$ cat src/design/wildcard_byte_pattern_scan_defines.svh
// ---------------------------------------------------------------------------
// Assertion macros for the wildcard byte pattern scanner
// ---------------------------------------------------------------------------
`ifndef WILDCARD_BYTE_PATTERN_SCAN_DEFINES_SVH
`define WILDCARD_BYTE_PATTERN_SCAN_DEFINES_SVH

// Same-cycle implication, quiet while reset is asserted
`define WBPS_ASSERT_NOW(lbl, clk, rst_n, ante, cons) \
	lbl: assert property (@(posedge clk) disable iff (!(rst_n)) (ante) |-> (cons)) \
		else $error("wbps check failed");

// Next-cycle implication, quiet while reset is asserted
`define WBPS_ASSERT_NEXT(lbl, clk, rst_n, ante, cons) \
	lbl: assert property (@(posedge clk) disable iff (!(rst_n)) (ante) |=> (cons)) \
		else $error("wbps check failed");

`endif

$ cat src/design/wbps_pkg.sv
`timescale 1ns / 1ps
// ---------------------------------------------------------------------------
// wbps_pkg
// Shared types and constants for the wildcard byte pattern scanner.
// ---------------------------------------------------------------------------
package wbps_pkg;

	localparam int MAX_PATTERN = 16;
	localparam int LEN_W       = $clog2(MAX_PATTERN + 1);
	localparam int POS_W       = 32;
	localparam int CFG_W       = 64;

	localparam logic [7:0] WILDCARD = 8'h2A;

	// Configuration register indexes
	typedef enum logic [1:0] {
		CFG_PATTERN_LOW    = 2'd0,
		CFG_PATTERN_HIGH   = 2'd1,
		CFG_PATTERN_LENGTH = 2'd2
	} cfg_index_t;

	// Byte window, entry 0 is the newest byte; also used for the pattern
	typedef logic [MAX_PATTERN-1:0][7:0] window_t;

	typedef struct packed {
		logic [7:0] data_byte;
		logic       last_byte;
	} src_word_t;

	typedef struct packed {
		logic             found;
		logic [POS_W-1:0] match_offset;
	} res_word_t;

endpackage

$ cat src/design/wbps_cfg_regs.sv
`timescale 1ns / 1ps
// ---------------------------------------------------------------------------
// wbps_cfg_regs
// Pattern and length registers with the length clamped to the legal range.
// ---------------------------------------------------------------------------
module wbps_cfg_regs (
	input  logic                                clk,
	input  logic                                arst_n,
	input  logic                                cfg_we,
	input  wbps_pkg::cfg_index_t                cfg_index,
	input  logic [wbps_pkg::CFG_W-1:0]          cfg_data,
	output wbps_pkg::window_t                   pattern,
	output logic [wbps_pkg::LEN_W-1:0]          active_len
);

	logic [wbps_pkg::CFG_W-1:0] pattern_low_q;
	logic [wbps_pkg::CFG_W-1:0] pattern_high_q;
	logic [4:0]                 pattern_length_q;

	// Take register writes; unknown indexes fall through
	always_ff @(posedge clk or negedge arst_n) begin
		if (!arst_n) begin
			pattern_low_q    <= '0;
			pattern_high_q   <= '0;
			pattern_length_q <= 5'd1;
		end else if (cfg_we) begin
			unique case (cfg_index)
				wbps_pkg::CFG_PATTERN_LOW:    pattern_low_q    <= cfg_data;
				wbps_pkg::CFG_PATTERN_HIGH:   pattern_high_q   <= cfg_data;
				wbps_pkg::CFG_PATTERN_LENGTH: pattern_length_q <= cfg_data[4:0];
				default: ;
			endcase
		end
	end

	assign pattern = {pattern_high_q, pattern_low_q};

	// Clamp length: zero acts as one, anything above the window acts as full
	always_comb begin
		if (pattern_length_q == 5'd0) begin
			active_len = wbps_pkg::LEN_W'(1);
		end else if (32'(pattern_length_q) > wbps_pkg::MAX_PATTERN) begin
			active_len = wbps_pkg::LEN_W'(wbps_pkg::MAX_PATTERN);
		end else begin
			active_len = wbps_pkg::LEN_W'(pattern_length_q);
		end
	end

endmodule

$ cat src/design/wbps_match.sv
`timescale 1ns / 1ps
// ---------------------------------------------------------------------------
// wbps_match
// Parallel compare of every window lane against its aligned pattern byte.
// ---------------------------------------------------------------------------
module wbps_match (
	input  wbps_pkg::window_t          window,
	input  wbps_pkg::window_t          pattern,
	input  logic [wbps_pkg::LEN_W-1:0] active_len,
	output logic                       hit
);

	localparam int IDX_W = $clog2(wbps_pkg::MAX_PATTERN);

	logic [wbps_pkg::MAX_PATTERN-1:0] lane_ok;

	// Window lane j lines up with pattern byte len-1-j
	for (genvar j = 0; j < wbps_pkg::MAX_PATTERN; j++) begin : g_lane
		logic [wbps_pkg::LEN_W-1:0] pat_pos;
		logic [7:0]                 pat_byte;

		assign pat_pos  = active_len - wbps_pkg::LEN_W'(1) - wbps_pkg::LEN_W'(j);
		assign pat_byte = pattern[pat_pos[IDX_W-1:0]];
		assign lane_ok[j] = (wbps_pkg::LEN_W'(j) >= active_len)
			|| (pat_byte == wbps_pkg::WILDCARD)
			|| (pat_byte == window[j]);
	end

	assign hit = &lane_ok;

endmodule

$ cat src/design/wbps_result_reg.sv
`timescale 1ns / 1ps
// ---------------------------------------------------------------------------
// wbps_result_reg
// Output register for result words, with a free flag for the scan stage.
// ---------------------------------------------------------------------------
module wbps_result_reg (
	input  logic                clk,
	input  logic                arst_n,
	input  logic                load,
	input  wbps_pkg::res_word_t load_word,
	output logic                free,
	output logic                res_valid,
	input  logic                res_stall,
	output wbps_pkg::res_word_t res_word
);

	logic                valid_q;
	wbps_pkg::res_word_t word_q;

	// Slot can take a new word when empty or being drained this cycle
	assign free = !valid_q || !res_stall;

	always_ff @(posedge clk or negedge arst_n) begin
		if (!arst_n) begin
			valid_q <= 1'b0;
		end else if (free) begin
			valid_q <= load;
		end
	end

	// Hold the word while stalled
	always_ff @(posedge clk) begin
		if (free && load) begin
			word_q <= load_word;
		end
	end

	assign res_valid = valid_q;
	assign res_word  = word_q;

endmodule

$ cat src/design/wildcard_byte_pattern_scan.sv
`timescale 1ns / 1ps
// Flow: input register, compare, result register. Throughput: one byte per cycle
// unless res_stall holds a full result register; the single compare stage between
// the input register and the result register sets this, with all lanes compared at once.
// Reset (arst_n low): window, position and match flag clear, pattern length
// returns to one and both pattern words to zero; no word is pending.
// ---------------------------------------------------------------------------
// wildcard_byte_pattern_scan
// Scans a byte stream for a wildcard pattern and reports the first match
// offset once per region, or not-found at the region's last byte.
// ---------------------------------------------------------------------------
`include "wildcard_byte_pattern_scan_defines.svh"

module wildcard_byte_pattern_scan (
	input  logic                            clk,
	input  logic                            arst_n,
	input  logic                            cfg_we,
	input  logic [1:0]                      cfg_index,
	input  logic [wbps_pkg::CFG_W-1:0]      cfg_data,
	input  logic                            src_valid,
	output logic                            src_stall,
	input  wbps_pkg::src_word_t             src_word,
	output logic                            res_valid,
	input  logic                            res_stall,
	output wbps_pkg::res_word_t             res_word
);

	wbps_pkg::window_t          pattern;
	logic [wbps_pkg::LEN_W-1:0] active_len;

	logic                       valid_s1;
	wbps_pkg::src_word_t        word_s1;

	wbps_pkg::window_t          window_q;
	logic [wbps_pkg::POS_W-1:0] pos_q;
	logic                       reported_q;

	wbps_pkg::window_t          window_next;
	logic                       hit;
	logic                       start_ok;
	logic                       hit_new;
	logic                       miss_end;
	logic                       out_load;
	wbps_pkg::res_word_t        out_word;
	logic                       out_free;
	logic                       adv;
	logic                       accept;

	wbps_cfg_regs u_cfg (
		.clk        (clk),
		.arst_n     (arst_n),
		.cfg_we     (cfg_we),
		.cfg_index  (wbps_pkg::cfg_index_t'(cfg_index)),
		.cfg_data   (cfg_data),
		.pattern    (pattern),
		.active_len (active_len)
	);

	// Input register: advance into the scan when the result slot frees up
	assign adv       = valid_s1 && out_free;
	assign src_stall = valid_s1 && !out_free;
	assign accept    = src_valid && !src_stall;

	always_ff @(posedge clk or negedge arst_n) begin
		if (!arst_n) begin
			valid_s1 <= 1'b0;
		end else if (accept) begin
			valid_s1 <= 1'b1;
		end else if (adv) begin
			valid_s1 <= 1'b0;
		end
	end

	always_ff @(posedge clk) begin
		if (accept) begin
			word_s1 <= src_word;
		end
	end

	// Shift the newest byte into the window
	assign window_next = {window_q[wbps_pkg::MAX_PATTERN-2:0], word_s1.data_byte};

	wbps_match u_match (
		.window     (window_next),
		.pattern    (pattern),
		.active_len (active_len),
		.hit        (hit)
	);

	// Decide the result word for this byte
	always_comb begin
		start_ok = pos_q >= (wbps_pkg::POS_W'(active_len) - wbps_pkg::POS_W'(1));
		hit_new  = !reported_q && start_ok && hit;
		miss_end = word_s1.last_byte && !reported_q && !hit_new;
		out_load = adv && (hit_new || miss_end);
		out_word.found        = hit_new;
		out_word.match_offset = hit_new
			? (pos_q - (wbps_pkg::POS_W'(active_len) - wbps_pkg::POS_W'(1)))
			: '0;
	end

	// Region state: shift, count with saturation, clear at region end
	always_ff @(posedge clk or negedge arst_n) begin
		if (!arst_n) begin
			window_q   <= '0;
			pos_q      <= '0;
			reported_q <= 1'b0;
		end else if (adv) begin
			if (word_s1.last_byte) begin
				window_q   <= '0;
				pos_q      <= '0;
				reported_q <= 1'b0;
			end else begin
				window_q   <= window_next;
				pos_q      <= (pos_q == '1) ? pos_q : pos_q + wbps_pkg::POS_W'(1);
				reported_q <= reported_q || hit_new;
			end
		end
	end

	wbps_result_reg u_res (
		.clk       (clk),
		.arst_n    (arst_n),
		.load      (out_load),
		.load_word (out_word),
		.free      (out_free),
		.res_valid (res_valid),
		.res_stall (res_stall),
		.res_word  (res_word)
	);

	// Checks on the scan control
	`WBPS_ASSERT_NOW(a_offset_zero_on_miss, clk, arst_n,
		res_valid && !res_word.found, res_word.match_offset == '0)
	`WBPS_ASSERT_NEXT(a_region_clears, clk, arst_n,
		adv && word_s1.last_byte, pos_q == '0 && !reported_q)
	`WBPS_ASSERT_NOW(a_single_report, clk, arst_n,
		adv && reported_q, !out_load)
	`WBPS_ASSERT_NEXT(a_stall_holds_stage, clk, arst_n,
		src_stall, valid_s1)

endmodule

$ cat config.mk
export PLATFORM = sky130hd
export DESIGN_NAME = wildcard_byte_pattern_scan
export DESIGN_NICKNAME = d
export VERILOG_FILES = /design/src/design/wbps_pkg.sv /design/src/design/wbps_cfg_regs.sv /design/src/design/wbps_match.sv /design/src/design/wbps_result_reg.sv /design/src/design/wildcard_byte_pattern_scan.sv
export VERILOG_INCLUDE_DIRS = /design/src /design/src/design
export SDC_FILE = /design/constraint.sdc
export NUM_CORES = 1
export LEC_CHECK = 0
export BUFFER_PORTS_ARGS = -buffer_cell sky130_fd_sc_hd__buf_2
export CAP_MARGIN = 20
export CORE_MARGIN = 2
export CORE_UTILIZATION = 40
export CTS_CLUSTER_SIZE = 28
export DETAILED_ROUTE_END_ITERATION = 6
export GPL_ROUTABILITY_DRIVEN = 0
export HOLD_SLACK_MARGIN = 0.15
export SLEW_MARGIN = 20
export SYNTH_ARGS = -nofsm -noshare
export SYNTH_HDL_FRONTEND = slang
export SYNTH_HIERARCHICAL = 1
export SYNTH_SLANG_ARGS = --single-unit
export TNS_END_PERCENT = 50
$ cat constraint.sdc
create_clock -name clk -period 7.06 [get_ports clk]
set_input_delay 1.765 -clock clk [delete_from_list [all_inputs] [get_ports clk]]
set_output_delay 1.765 -clock clk [all_outputs]
set_load 0.01 [all_outputs]
Word-level counts from Yosys, hierarchy flattened
Index checks and enable logic that the tools add are counted.
- add/sub/neg operators: 19
- magnitude comparators: 34
- equal/unequal tests: 36
- multiplexer cells: 40
- reduce and logical (&&, ||, !) cells: 58
- operators by type and width (cell ; count):
    8-bit binary-select mux with 4-bit select ; 16
    8-bit by 6-bit equality test with 1-bit output, second input constant ; 16
    8-bit equality test ; 16
    8-bit 2-to-1 mux ; 16
    120-bit 2-to-1 mux ; 1
    4-bit by 5-bit less-than comparator with 1-bit output, second input constant ; 16
    32-bit 2-to-1 mux ; 2
    4-bit by 5-bit greater-or-equal comparator with 1-bit output, first input constant ; 8
    1-bit logical OR ; 35
    32-bit by 1-bit adder with 32-bit output, second input constant ; 1
    32-bit equality test, second input constant ; 1
    32-bit greater-or-equal comparator ; 1
    32-bit subtractor ; 1
    4-bit subtractor, second input constant ; 8
    3-bit by 5-bit greater-or-equal comparator with 1-bit output, first input constant ; 4
    16-bit AND reduction ; 1
    4-bit by 3-bit subtractor with 4-bit output, second input constant ; 4
    1-bit by 5-bit greater-or-equal comparator with 1-bit output, first input constant ; 2
    2-bit by 5-bit greater-or-equal comparator with 1-bit output, first input constant ; 2
    5-bit 2-to-1 mux ; 2
    1-bit logical AND ; 9
    2-bit AND reduction ; 4
    4-bit by 1-bit subtractor with 4-bit output, second input constant ; 2
    4-bit by 2-bit subtractor with 4-bit output, second input constant ; 2
    other kinds (10) ; 17
- bits in registers: 330
- bits of input ports: 80

Logic depth before layout (Yosys ltp)
Gate-level depths: netlist of the first run.
- word-level depth: 17
- gate-level depth with buffers: 28
- mapped depth without buffers: 21

By module
Netlist of the first run, hierarchy kept.
- by module, submodules not included (module ; instances ; cells an instance ; area an instance (um2)):
    wildcard_byte_pattern_scan ; 1 ; 1008 ; 8942.3
    wbps_match ; 1 ; 1151 ; 8892.3
    wbps_cfg_regs ; 1 ; 290 ; 5398.9
    wbps_result_reg ; 1 ; 37 ; 1038.5

Worst setup path before layout of the first run
No wires, ideal clock.
- kind: reg2reg
- from: register u_cfg.pattern_length_q[1]
- to: register u_res.word_q (netlist bit u_res/res_word[0]) (enable)
- setup time: 401 ps
- arrival time: 6536 ps
- data required time: 6659 ps
- setup slack: 123 ps
- stages on the path, launching flop included: 27
- buffers on the path: 8
- period minus slack after synthesis: 6937 ps
- cell sequence: dfrtp_1 > or3_1 > a21oi_1 > buf_2 > inv_2 > buf_2 > buf_1 > ha_1 > buf_4 > buf_6 > buf_2 > buf_2 > mux2i_1 > mux2i_1 > mux2i_1 > mux2i_1 > xor2_1 > nor4_1 > a21oi_1 > or4_1 > nor4_2 > nor2b_1 > o211ai_1 > o21a_1 > buf_2 > a21oi_1 > a21boi_2
- cells in the longest elaborated chain, start to end: 17
- RTL lines (what ; line ; source):
    start: declaration ; wbps_cfg_regs.sv:18 ; logic [4:0] pattern_length_q;
    start signal: assignment ; wbps_cfg_regs.sv:30 ; wbps_pkg::CFG_PATTERN_LENGTH: pattern_length_q <= cfg_data[4:0];
    5-bit > comparator ; wbps_cfg_regs.sv:42 ; end else if (32'(pattern_length_q) > wbps_pkg::MAX_PATTERN) begin
    5-bit 2-to-1 mux ; wbps_cfg_regs.sv:42 ;
    5-bit 2-to-1 mux * ; wbps_cfg_regs.sv:40 ; if (pattern_length_q == 5'd0) begin
    named net active_len (one bit) ; wildcard_byte_pattern_scan.sv:29 ; logic [wbps_pkg::LEN_W-1:0] active_len;
    4-bit by 1-bit subtractor with 4-bit output ; wbps_match.sv:22 ; assign pat_pos = active_len - wbps_pkg::LEN_W'(1) - wbps_pkg::LEN_W'(j);
    4-bit by 1-bit subtractor with 4-bit output (tied with other cells) ; wbps_match.sv:22 ;
    8-bit binary-select mux with 4-bit select ; wbps_match.sv:23 ; assign pat_byte = pattern[pat_pos[IDX_W-1:0]];
    8-bit 2-to-1 mux (not written as such) ; wbps_match.sv:23 ;
    [4 not listed] ; -- ;
    named net hit ; wildcard_byte_pattern_scan.sv:39 ; logic hit;
    1-bit logical AND * ; wildcard_byte_pattern_scan.sv:93 ; hit_new = !reported_q && start_ok && hit;
    1-bit zero test ; wildcard_byte_pattern_scan.sv:94 ; miss_end = word_s1.last_byte && !reported_q && !hit_new;
    1-bit logical AND ; wildcard_byte_pattern_scan.sv:94 ;
    1-bit logical OR * ; wildcard_byte_pattern_scan.sv:95 ; out_load = adv && (hit_new || miss_end);
    1-bit logical AND * ; wildcard_byte_pattern_scan.sv:95 ;
    named net out_load ; wildcard_byte_pattern_scan.sv:43 ; logic out_load;
    1-bit logical AND * ; wbps_result_reg.sv:33 ; if (free && load) begin
    end signal: assignment ; wbps_result_reg.sv:34 ; word_q <= load_word;
    end: declaration ; wbps_result_reg.sv:18 ; wbps_pkg::res_word_t word_q;
Mark *: on every way through the listed nets, which the timed path passes. The rest lies on a longest branch. The select of a mux whose other input is x is not followed.
A chain may end at the register's enable or synchronous reset.

Worst setup path after layout of the first run
- from: register u_cfg.pattern_length_q[1]
- to: register u_res.word_q (netlist bit u_res/res_word[11]) (enable)
Same word-level chain as after synthesis.

==> impl_metrics.yaml, run 1 <==
status:
  outcome: "finished clean"
timing:
  grt_setup_unrepaired: "no"
  fmax_mhz: 150
  period_minus_slack_ps: 6680
  finalHoldViolations: 0
  setup_viol: 0
  final.period_utilization_pct: 94.6
  tns_ps: 0
  worstMarginPinSlew_ps: 1130
  max-slew-margin-rel_pct: 24.1
  drv_slew: 0
  skew_ps: 14.2
die:
  die_x_um: 250
  die_h_um: 250
  io_pins: 115
  dieArea_um2: 62700
  initial_core_util_pct: 40.4
  row_count: 90
  core_area_um2: 60100
setup_path:
  cp_top_family: "compound AO/OA/AOI/OAI gates"
  crit_fanout: 33
  worstRegToRegCells: 21
  path_class: "register to register"
  timing.critical_path.from_type: "register"
  path_buf_inv: 4
  crit_required_ps: 7300
  slowest_stage: "xnor2_4"
  end_kind: "register"
  r2r_setup_slack_ps: 380
  cpMostUsedCell: "nand4_1"
  rr_startpoint: "u_cfg/pattern_length_q[1]"
  r2r_end: "u_res/res_word[11]"
  critPathMaxStageDelay_ps: 890
  crit_path_cell_trace: "or3_1 -> a21oi_4 -> inv_2 -> ha_4 -> inv_1 -> xnor2_4 -> buf_4 -> nor2_1 -> a31oi_1 -> mux2i_1 -> xnor2_1 -> nand4_1 -> o21ai_0 -> nand4_1 -> nor4_2 -> nor2b_1 -> o211ai_1 -> o21a_1 -> a21oi_1 -> a21boi_4 -> buf_6"
  crit_arrival_ps: 6920
power_and_ir_drop:
  swShare_pct: 46.8
  report.power.total_mw: 11.1
  clockPowerShare_pct: 18.4
  p_int_mw: 5.91
  p_leak_nw: 11.6
  netSwitchingPower_mw: 5.20
  p_seq_share_pct: 20.9
  pwr-share-comb_pct: 60.7
  worst_ir_drop_vdd_uv: 216
  p_per_area_nw_per_um2: 415
logic_synthesis:
  avgSynthCellArea_um2: 9.76
  synth_edf_count: 42
  ys.flop_type: "dfrtp_1"
  yosysSeqAreaShare_pct: 34.9
  yosysWarnings: 6
  synth-seq-cells: 330
  async_reset_ff_share_pct: 87.3
  synth_nets: 2605
  synth_cells: 2486
  syn_area_um2: 24300
  ys_types: 102
finish:
  final_nets: 2658
  final_cells: 3350
  n_antenna_cell: 0
  final_util_pct: 44.5
  area_growth_pct: 10.3
  fillerInstances: 5732
  drive_above_1_share_pct: 18.5
  postLayoutCellArea_um2: 26800
routing:
  drc: 0
  firstDrtPassIters: 7
  drt_iter0_markers: 2288
  antenna_left: 0
  avgViaCountPerCell: 5.93
  drt_wl_total_mm: 79.7
  route.detailed.wl_per_inst_um: 23.8
  via_count: 19900
clock_network:
  cts_resized: 0
  clk_latency_ps: 570
  clock-sinks: 330
  postCtsSetupRepairBufs: 0
  clk_path_buf_depth: 3
  clock-root-buffer: "clkbuf_16"
  htreeDepth: 2
  numCtsBuffers: 38
  cts_tree: "yes"
  hold_buffers: 0
  clk_pin_slew_ps: 60
hold_path:
  min_path_type: "register to register"
  min_to: "window_next[125]"
  hold_path_startpoint: "window_next[125]"
  hold_depth: 2
global_route:
  antenna_found_initial: 1
  grt_pass1_wl_mm: 120
  grt_pass1_vias: 19100
  grt.total_usage_pct: 25.1
  grt_overflow: 0
  grt_max_degree: 162
place:
  post-place-cells: 3279
  io_buffer_count: 114
  placed_cell_area_um2: 25400
  dp.final_hpwl_mm: 61.0
run:
  maxCapViolCount: 0
metal layers:
layer / up-vias / routed length, um / track usage (%)
met5: - / 0 / 0
met4: 0 / 5080 / 13.5
met3: 280 / 7330 / 5.68
met2: 1039 / 34400 / 38.6
met1: 9530 / 32800 / 32.7
li1: 9012 / - / -
registers in the layout (all words and copies together) (netlist names):
register / cells
valid_s1: 1
window_next: 128
u_cfg/pattern_low_q: 64
u_cfg/pattern_length_q: 5
word_s1: 1
u_res/res_valid: 1
pos_q: 32
reported_q: 1
u_cfg/pattern_high_q: 64
u_res/res_word: 33
metrics by stage:
| step | hold slack (ps) | setup slack, ps |
|---|---|---|
| after floorplan | 470 | 123 |
| after global placement | 490 | 360 |
| after detailed placement | 501 | 231 |
| after CTS | 515 | 194 |
| after global routing | 531 | 61.7 |
| final | 513 | 380 |
logic make-up after synthesis:
family | share of synthesized area (%)
AOI/OAI and AO/OA | 11.4
xor gates and xnor gates | 7.97
adders and majority gates | 2.04
buffers and inverters | 4.36
DFF | 34.9
muxes | 23.1
and+or+nand+nor | 16.2
final cells by class:
| cell class | instances | area, um2 | share of cell area (%) |
|---|---|---|---|
| Tap cell | 782 | 978 | 3.66 |
| Inverter | 25 | 93.8 | 0.351 |
| Clock inverter | 8 | 105 | 0.393 |
| Clock buffer | 61 | 1180 | 4.41 |
| Multi-Input combinational cell | 1979 | 14900 | 55.7 |
| Sequential cell | 330 | 8470 | 31.6 |
| Timing Repair Buffer | 165 | 1030 | 3.86 |
power groups by stage:
| stage | logic, mW | clock network [mW] | registers, mW |
|---|---|---|---|
| after floorplan | 4.67 | 0 | 2.26 |
| after global placement | 6.28 | 0 | 2.35 |
| after detailed placement | 6.39 | 0 | 2.35 |
| after CTS | 6.43 | 2.09 | 2.32 |
| after global routing | 7.04 | 2.17 | 2.35 |
| final | 6.74 | 2.04 | 2.33 |
worst reg2reg max path, cell delays in order, from the launching register on:
cell,delay [ps]
dfrtp_1,380
or3_1,420
a21oi_4,200
inv_2,80
ha_4,400
inv_1,250
xnor2_4,890
buf_4,360
nor2_1,60
a31oi_1,390
mux2i_1,240
xnor2_1,190
nand4_1,100
o21ai_0,480
nand4_1,180
nor4_2,520
nor2b_1,230
o211ai_1,110
o21a_1,210
a21oi_1,170
a21boi_4,210
buf_6,280
how the worst max path moves through the flow:
| stage | startpoint | end | slack [ps] | cells after the start |
|---|---|---|---|---|
| after floorplan | u_cfg/pattern_length_q[1] | u_res/res_word[0] | 120 | 26 |
| after global placement | u_cfg/pattern_length_q[1] | u_res/res_word[4] | 360 | 20 |
| after detailed placement | u_cfg/pattern_length_q[1] | u_res/res_word[7] | 230 | 20 |
| after CTS | u_cfg/pattern_length_q[1] | u_res/res_word[11] | 190 | 20 |
| after global routing | u_cfg/pattern_length_q[1] | u_res/res_word[11] | 60 | 23 |
| final | u_cfg/pattern_length_q[1] | u_res/res_word[11] | 380 | 21 |
cells in the mapped netlist, types with 6 or more instances:
master      n  area share (%)
a211oi_1    8            0.25
a21o_1     20            0.62
a21oi_1   102             2.1
a22oi_1    22            0.68
a31oi_1    19            0.49
and2_1     12            0.31
and3_1     11            0.28
buf_12     12            0.99
buf_2      34            0.70
buf_4      14            0.43
buf_6      13            0.60
clkbuf_1   74             1.1
dfrtp_1   287              30
edfxtp_1   42             5.2
ha_1       38             2.0
inv_1      24            0.37
mux2_2    118             5.5
mux2_4     65             4.0
mux2i_1   278              11
mux4_2     23             2.1
nand2_1   272             4.2
nand2b_1  134             3.5
nand3_1    59             1.2
nand4_1    41             1.1
nor2_1    149             2.3
nor2b_1    16            0.41
nor3_1     24            0.49
nor3b_1     6            0.19
nor4_1     21            0.54
o211ai_1   11            0.34
o21a_1     12            0.37
o21ai_0   186             3.8
o221ai_1    7            0.25
o22ai_1    11            0.28
or3_1       8            0.21
xnor2_1   121             4.4
xor2_1     77             2.8
layout by cell type, fill, tap and decap left out, types with 7 or more instances in the layout:
cell type	count
nand2b_1	134
nand4_1	41
nor3_1	24
nor4_1	21
inv_1	24
o21ai_0	186
buf_4	44
mux4_2	23
a21o_1	20
xnor2_1	120
a211oi_1	8
o21a_1	12
mux2_4	65
clkbuf_1	12
dfrtp_1	287
edfxtp_1	42
o221ai_1	7
o22ai_1	11
ha_1	37
mux2_2	118
nand2_1	271
and2_1	12
and3_1	10
buf_2	113
clkbuf_8	8
a21oi_1	101
or3_1	8
a31oi_1	19
mux2i_1	278
a22oi_1	22
clkbuf_16	41
xor2_1	76
nor2_1	148
nor2b_1	14
nand3_1	59
o211ai_1	11
Note: power is estimated with default switching activity, not from simulation.
==> inputs of run 2 (changes only) <==
- CORE_ASPECT_RATIO: default -> 0.9
- CTS_BUF_LIST: default -> sky130_fd_sc_hd__clkbuf_4 sky130_fd_sc_hd__clkbuf_8
==> run 2 against run 1 <==
  * The run now ends with DRC left
  * Register-to-register slack got worse by 30 ps
  * Clock skew is 16 ps higher
  * Flip-flop and latch count unchanged
  * Clock power down 6%
  * Cell count up 0.96%
  * Largest power group unchanged
==> impl_metrics.yaml, run 2 (same netlist as run 1, synthesis figures left out) <==
timing:
  worst_slack_ps: 348
  worstMarginPinSlew_ps: 1100
  grt_setup_unrepaired: "no"
  finalHoldViolations: 0
  max-slew-margin-rel_pct: 26.9
  drv_slew: 0
  period_minus_slack_ps: 6710
  final.period_utilization_pct: 95.1
  skew_ps: 30.4
  setup_viol: 0
  fmax_mhz: 149
  tns_ps: 0
setup_path:
  worstRegToRegCells: 23
  crit_fanout: 53
  crit_required_ps: 7420
  crit_arrival_ps: 7070
  end_kind: "register"
  timing.critical_path.from_type: "register"
  path_class: "register to register"
routing:
  avgViaCountPerCell: 5.97
  drc: 1
  route.detailed.wl_per_inst_um: 24.0
  via_count: 20200
  antenna_left: 0
  drt_wl_total_mm: 81.1
  firstDrtPassIters: 7
  drt_iter0_markers: 2669
finish:
  largest_reg_flops: 128
  ff_latch_area_um2: 8470
  multi_input_comb_area_um2: 14900
  mostFrequentLayoutCell: "dfrtp_1"
  final_nets: 2670
  drive_above_1_share_pct: 19.8
  fillerInstances: 5721
  area_growth_pct: 9.81
  mostFrequentLayoutCells: "dfrtp_1 (287), mux2i_1 (278), nand2_1 (271), o21ai_0 (186), nor2_1 (149)"
run:
  maxCapViolCount: 0
status:
  violations: "DRC"
  outcome: "finished, violations left"
global_route:
  grt_pass1_vias: 19400
  antenna_found_initial: 2
  grt_pass1_wl_mm: 122
  grt.total_usage_pct: 25.6
  grt_overflow: 0
  grt_max_degree: 131
die:
  die_h_um: 238
  initial_core_util_pct: 40.5
  io_pins: 115
  die_x_um: 264
  row_count: 85
  dieArea_um2: 62700
  core_area_um2: 59900
clock_network:
  clk_latency_ps: 680
  clk_pin_slew_ps: 70
  htreeDepth: 2
  clock-root-buffer: "clkbuf_8"
  clk_path_buf_depth: 3
  numCtsBuffers: 57
  cts_tree: "yes"
  clock-sinks: 330
place:
  io_buffer_count: 114
  place_ws_ps: 396
  dp.final_hpwl_mm: 62.4
power_and_ir_drop:
  p_per_area_nw_per_um2: 411
  p_leak_nw: 11.6
  worst_ir_drop_vdd_uv: 218
hold_path:
  hold_depth: 2
  min_path_type: "register to register"
run 2: changes by cell type in the layout (fill, tap and decap cells not counted), moves of 4 or more:
cell	delta
buf_4	-4
clkbuf_1	-12
clkbuf_16	-41
clkbuf_4	+12
clkbuf_8	+70
clkinv_2	+9
run 2: metal layers:
| metal | track usage, % | vias to the layer above | wire (um) |
|---|---|---|---|
| li1 | - | 9045 | - |
| met1 | 34.9 | 9849 | 34500 |
| met2 | 37.3 | 1069 | 33900 |
| met3 | 7.74 | 240 | 8850 |
| met4 | 11.3 | 0 | 3890 |
| met5 | 0 | - | 0 |
run 2: stage by stage:
stage | util (%) | power, mW | cells | area (um2) | hold slack [ps]
2_1_floorplan | - | 6.93 | 2486 | 24300 | 470
3_3_place_gp | 42.3 | 8.59 | 3275 | 25300 | 496
3_5_place_dp | 42.3 | 8.71 | 3275 | 25400 | 502
4_1_cts | 44.5 | 10.7 | 3381 | 26600 | 516
5_1_grt | 44.5 | 11.4 | 3382 | 26700 | 538
6_report | 44.5 | 11.0 | 3382 | 26700 | 515
run 2: repair_timing:
action / CTS / global route
hold buffers: 0 / 0
endpoints found under the setup margin: 0 / 32
buffers inserted: 0 / 0
resized for setup: 0 / 1
run 2: path summary, 6_finish.rpt:
kind | startpoint | slack [ps] | to
setup reg to reg | u_cfg/pattern_length_q[1] | 350 | u_res/res_word[2]
min in group asynchronous | arst_n | 1210 | u_cfg/pattern_low_q[51]
hold / removal | window_next[124] | 510 | window_next[124]
max in group asynchronous | arst_n | 4590 | pos_q[14]
setup / recovery | u_cfg/pattern_length_q[1] | 350 | u_res/res_word[2]
hold reg to reg | window_next[124] | 510 | window_next[124]
run 2: power by group:
group | switching (mW) | internal [mW]
logic | 4.18 | 2.52
clock network | 0.832 | 1.09
registers | 0.224 | 2.11
run 2: cell type report:
| class | count | share of cell area [%] |
|---|---|---|
| Inverter | 25 | 0.352 |
| Antenna cell | 1 | 0.00939 |
| Sequential cell | 330 | 31.8 |
| Timing Repair Buffer | 159 | 3.61 |
| Clock buffer | 90 | 4.37 |
| Tap cell | 783 | 3.68 |
| Multi-Input combinational cell | 1978 | 55.7 |
| Clock inverter | 16 | 0.479 |
run 2: critical path, cell delays in order (launching register included):
cell      delay, ps
dfrtp_1         390
or3_1           430
a21oi_4         190
inv_2            80
ha_4            280
buf_12          310
nor2b_1         210
xnor2_1         150
o21ai_2         110
xnor2_4         510
buf_4           430
mux2i_1         150
mux2i_1         410
xor2_1          140
nor4_1          310
a21oi_1         110
or4_1           530
nor4_2          430
nor2b_1         220
o211ai_1        110
o21a_1          210
a21oi_1         180
a21boi_4        250
buf_12          210
==> inputs of run 3 (changes only) <==
- GPL_ROUTABILITY_DRIVEN: 0 -> default
- PLACE_DENSITY_LB_ADDON: default -> 0.12
==> run 3 against run 2 <==
  * The run now ends clean
  * First-iteration DRC count down 22%
  * Hold slack worse by 12 ps
  * Sequential share of layout area decreased by 0.25 points
  * Sequential power is essentially flat
  * Cell area increased by 0.81%
  * Global-route usage grew 3.8 points
  * Count of clock-buffer cells in the layout is 2 higher
  * Utilization is 0.36 points higher
  * Critical endpoint unchanged
  * Largest power group unchanged
==> impl_metrics.yaml, run 3 (same netlist as run 1, synthesis figures left out) <==
place:
  place_ws_ps: 276
  io_buffer_count: 114
  dp.final_hpwl_mm: 72.6
  post-place-cells: 3302
  place.gp.congestion: 1.04
setup_path:
  crit_fanout: 33
  cpMostUsedCell: "a21oi_1"
  critPathMaxStageDelay_ps: 730
  end_kind: "register"
  r2r_setup_slack_ps: 210
  path_buf_inv: 3
  crit_arrival_ps: 7190
  rr_startpoint: "u_cfg/pattern_length_q[1]"
  crit_path_cell_trace: "or3_1 -> a21oi_4 -> inv_2 -> ha_4 -> buf_4 -> mux2i_1 -> mux2i_1 -> nand2_1 -> a21oi_1 -> nor2_1 -> xnor2_1 -> nor4_1 -> a21oi_1 -> or4_1 -> nor4_2 -> nor2b_1 -> o211ai_1 -> o21a_1 -> a21oi_1 -> a21boi_4 -> buf_12"
  r2r_end: "u_res/res_word[2]"
  cp_top_family: "simple AND/OR/NAND/NOR gates"
  timing.critical_path.from_type: "register"
  path_class: "register to register"
  worstRegToRegCells: 21
  crit_required_ps: 7400
  slowest_stage: "mux2i_1"
global_route:
  grt.total_usage_pct: 29.4
  grt_max_degree: 244
  grt_pass1_wl_mm: 135
  grt_pass1_vias: 18900
  grt_overflow: 0
  antenna_found_initial: 0
power_and_ir_drop:
  netSwitchingPower_mw: 5.46
  report.power.total_mw: 11.3
  p_seq_share_pct: 20.8
  clockPowerShare_pct: 17.1
  p_per_area_nw_per_um2: 421
  pwr-share-comb_pct: 62.1
  p_leak_nw: 11.8
  swShare_pct: 48.3
  p_int_mw: 5.84
  worst_ir_drop_vdd_uv: 205
routing:
  via_count: 19800
  drt_iter0_markers: 2090
  drc: 0
  drt_wl_total_mm: 92.4
  avgViaCountPerCell: 5.81
  antenna_left: 0
  firstDrtPassIters: 5
  route.detailed.wl_per_inst_um: 27.1
finish:
  final_util_pct: 44.9
  largest_reg_flops: 128
  area_growth_pct: 10.7
  mostFrequentLayoutCell: "dfrtp_1"
  final_cells: 3406
  drive_above_1_share_pct: 20.6
  ff_latch_area_um2: 8470
  fillerInstances: 5840
  mostFrequentLayoutCells: "dfrtp_1 (287), mux2i_1 (278), nand2_1 (271), o21ai_0 (185), nor2_1 (149)"
  multi_input_comb_area_um2: 14800
  final_nets: 2700
  n_antenna_cell: 0
timing:
  setup_viol: 0
  grt_setup_unrepaired: "no"
  final.period_utilization_pct: 97.0
  finalHoldViolations: 0
  period_minus_slack_ps: 6850
  tns_ps: 0
  fmax_mhz: 146
  max-slew-margin-rel_pct: 23.8
  worst_slack_ps: 215
  skew_ps: 34.2
  drv_slew: 0
  worstMarginPinSlew_ps: 1140
die:
  row_count: 85
  initial_core_util_pct: 40.5
  core_area_um2: 59900
  io_pins: 115
  die_h_um: 238
  die_x_um: 264
  dieArea_um2: 62700
clock_network:
  cts_tree: "yes"
  numCtsBuffers: 57
  clk_latency_ps: 680
  clock-root-buffer: "clkbuf_8"
  clk_path_buf_depth: 3
  htreeDepth: 2
  clk_pin_slew_ps: 60
  clock-sinks: 330
status:
  outcome: "finished clean"
hold_path:
  hold_depth: 2
  min_path_type: "register to register"
  hold_path_startpoint: "window_next[126]"
  min_to: "window_next[126]"
run:
  maxCapViolCount: 0
[run 3: changes by cell type in the layout (fill, tap and decap cells not counted), sizes merged]
cell	delta
inv	-3
diode	-1
bufinv	+1
buf	+30
clkbuf	+2
clkinv	-5
[run 3: layout make-up]
class,count,area share [%]
Inverter,25,0.349
Tap cell,783,3.65
Timing Repair Buffer,189,4.56
Multi-Input combinational cell,1978,55.2
Clock buffer,92,4.27
Clock inverter,9,0.405
Sequential cell,330,31.5
[run 3: metrics by stage]
stage | hold WS (ps) | instance area (um2)
after global placement | 485 | 25600
final | 503 | 26900
after CTS | 504 | 26800
after detailed placement | 491 | 25600
after global routing | 532 | 26900
after floorplan | 470 | 24300
[run 3: layer usage]
metal  global-route usage (%)  vias to the layer above  part of all wire [%]
met5                        0                        -                     0
met4                     8.85                        0                   3.2
li1                         -                     9112                     -
met2                     44.1                      698                    42
met3                     5.00                      135                   6.6
met1                     43.2                     9834                    48
[run 3: what timing repair did]
item,in CTS,in global routing
hold buffers,0,0
endpoints found under the setup margin,0,34
setup buffers,0,2
gates resized for setup,0,2
[run 3: worst max-delay path by stage]
stage | start | end | slack, ps | cells after the start
floorplan | u_cfg/pattern_length_q[1] | u_res/res_word[0] | 120 | 26
global placement | u_cfg/pattern_length_q[1] | u_res/res_word[2] | 230 | 21
detailed placement | u_cfg/pattern_length_q[1] | u_res/res_word[2] | 280 | 23
CTS | u_cfg/pattern_length_q[1] | u_res/res_word[2] | 240 | 23
global route | u_cfg/pattern_length_q[1] | u_res/res_word[1] | 20 | 21
finish | u_cfg/pattern_length_q[1] | u_res/res_word[2] | 210 | 21
[run 3: worst min-delay path, delay by kind of cell (launching register included)]
kind / cells / cell delay [ps]
compound gates: 1 / 60
flops: 1 / 360
simple gates: 1 / 50
[run 3: power by group through the flow]
stage / Sequential, mW / Clock [mW] / Combinational, mW
floorplan: 2.26 / 0 / 4.67
global placement: 2.37 / 0 / 6.83
detailed placement: 2.37 / 0 / 6.80
CTS: 2.34 / 1.99 / 6.83
global route: 2.37 / 2.08 / 7.39
finish: 2.35 / 1.94 / 7.02
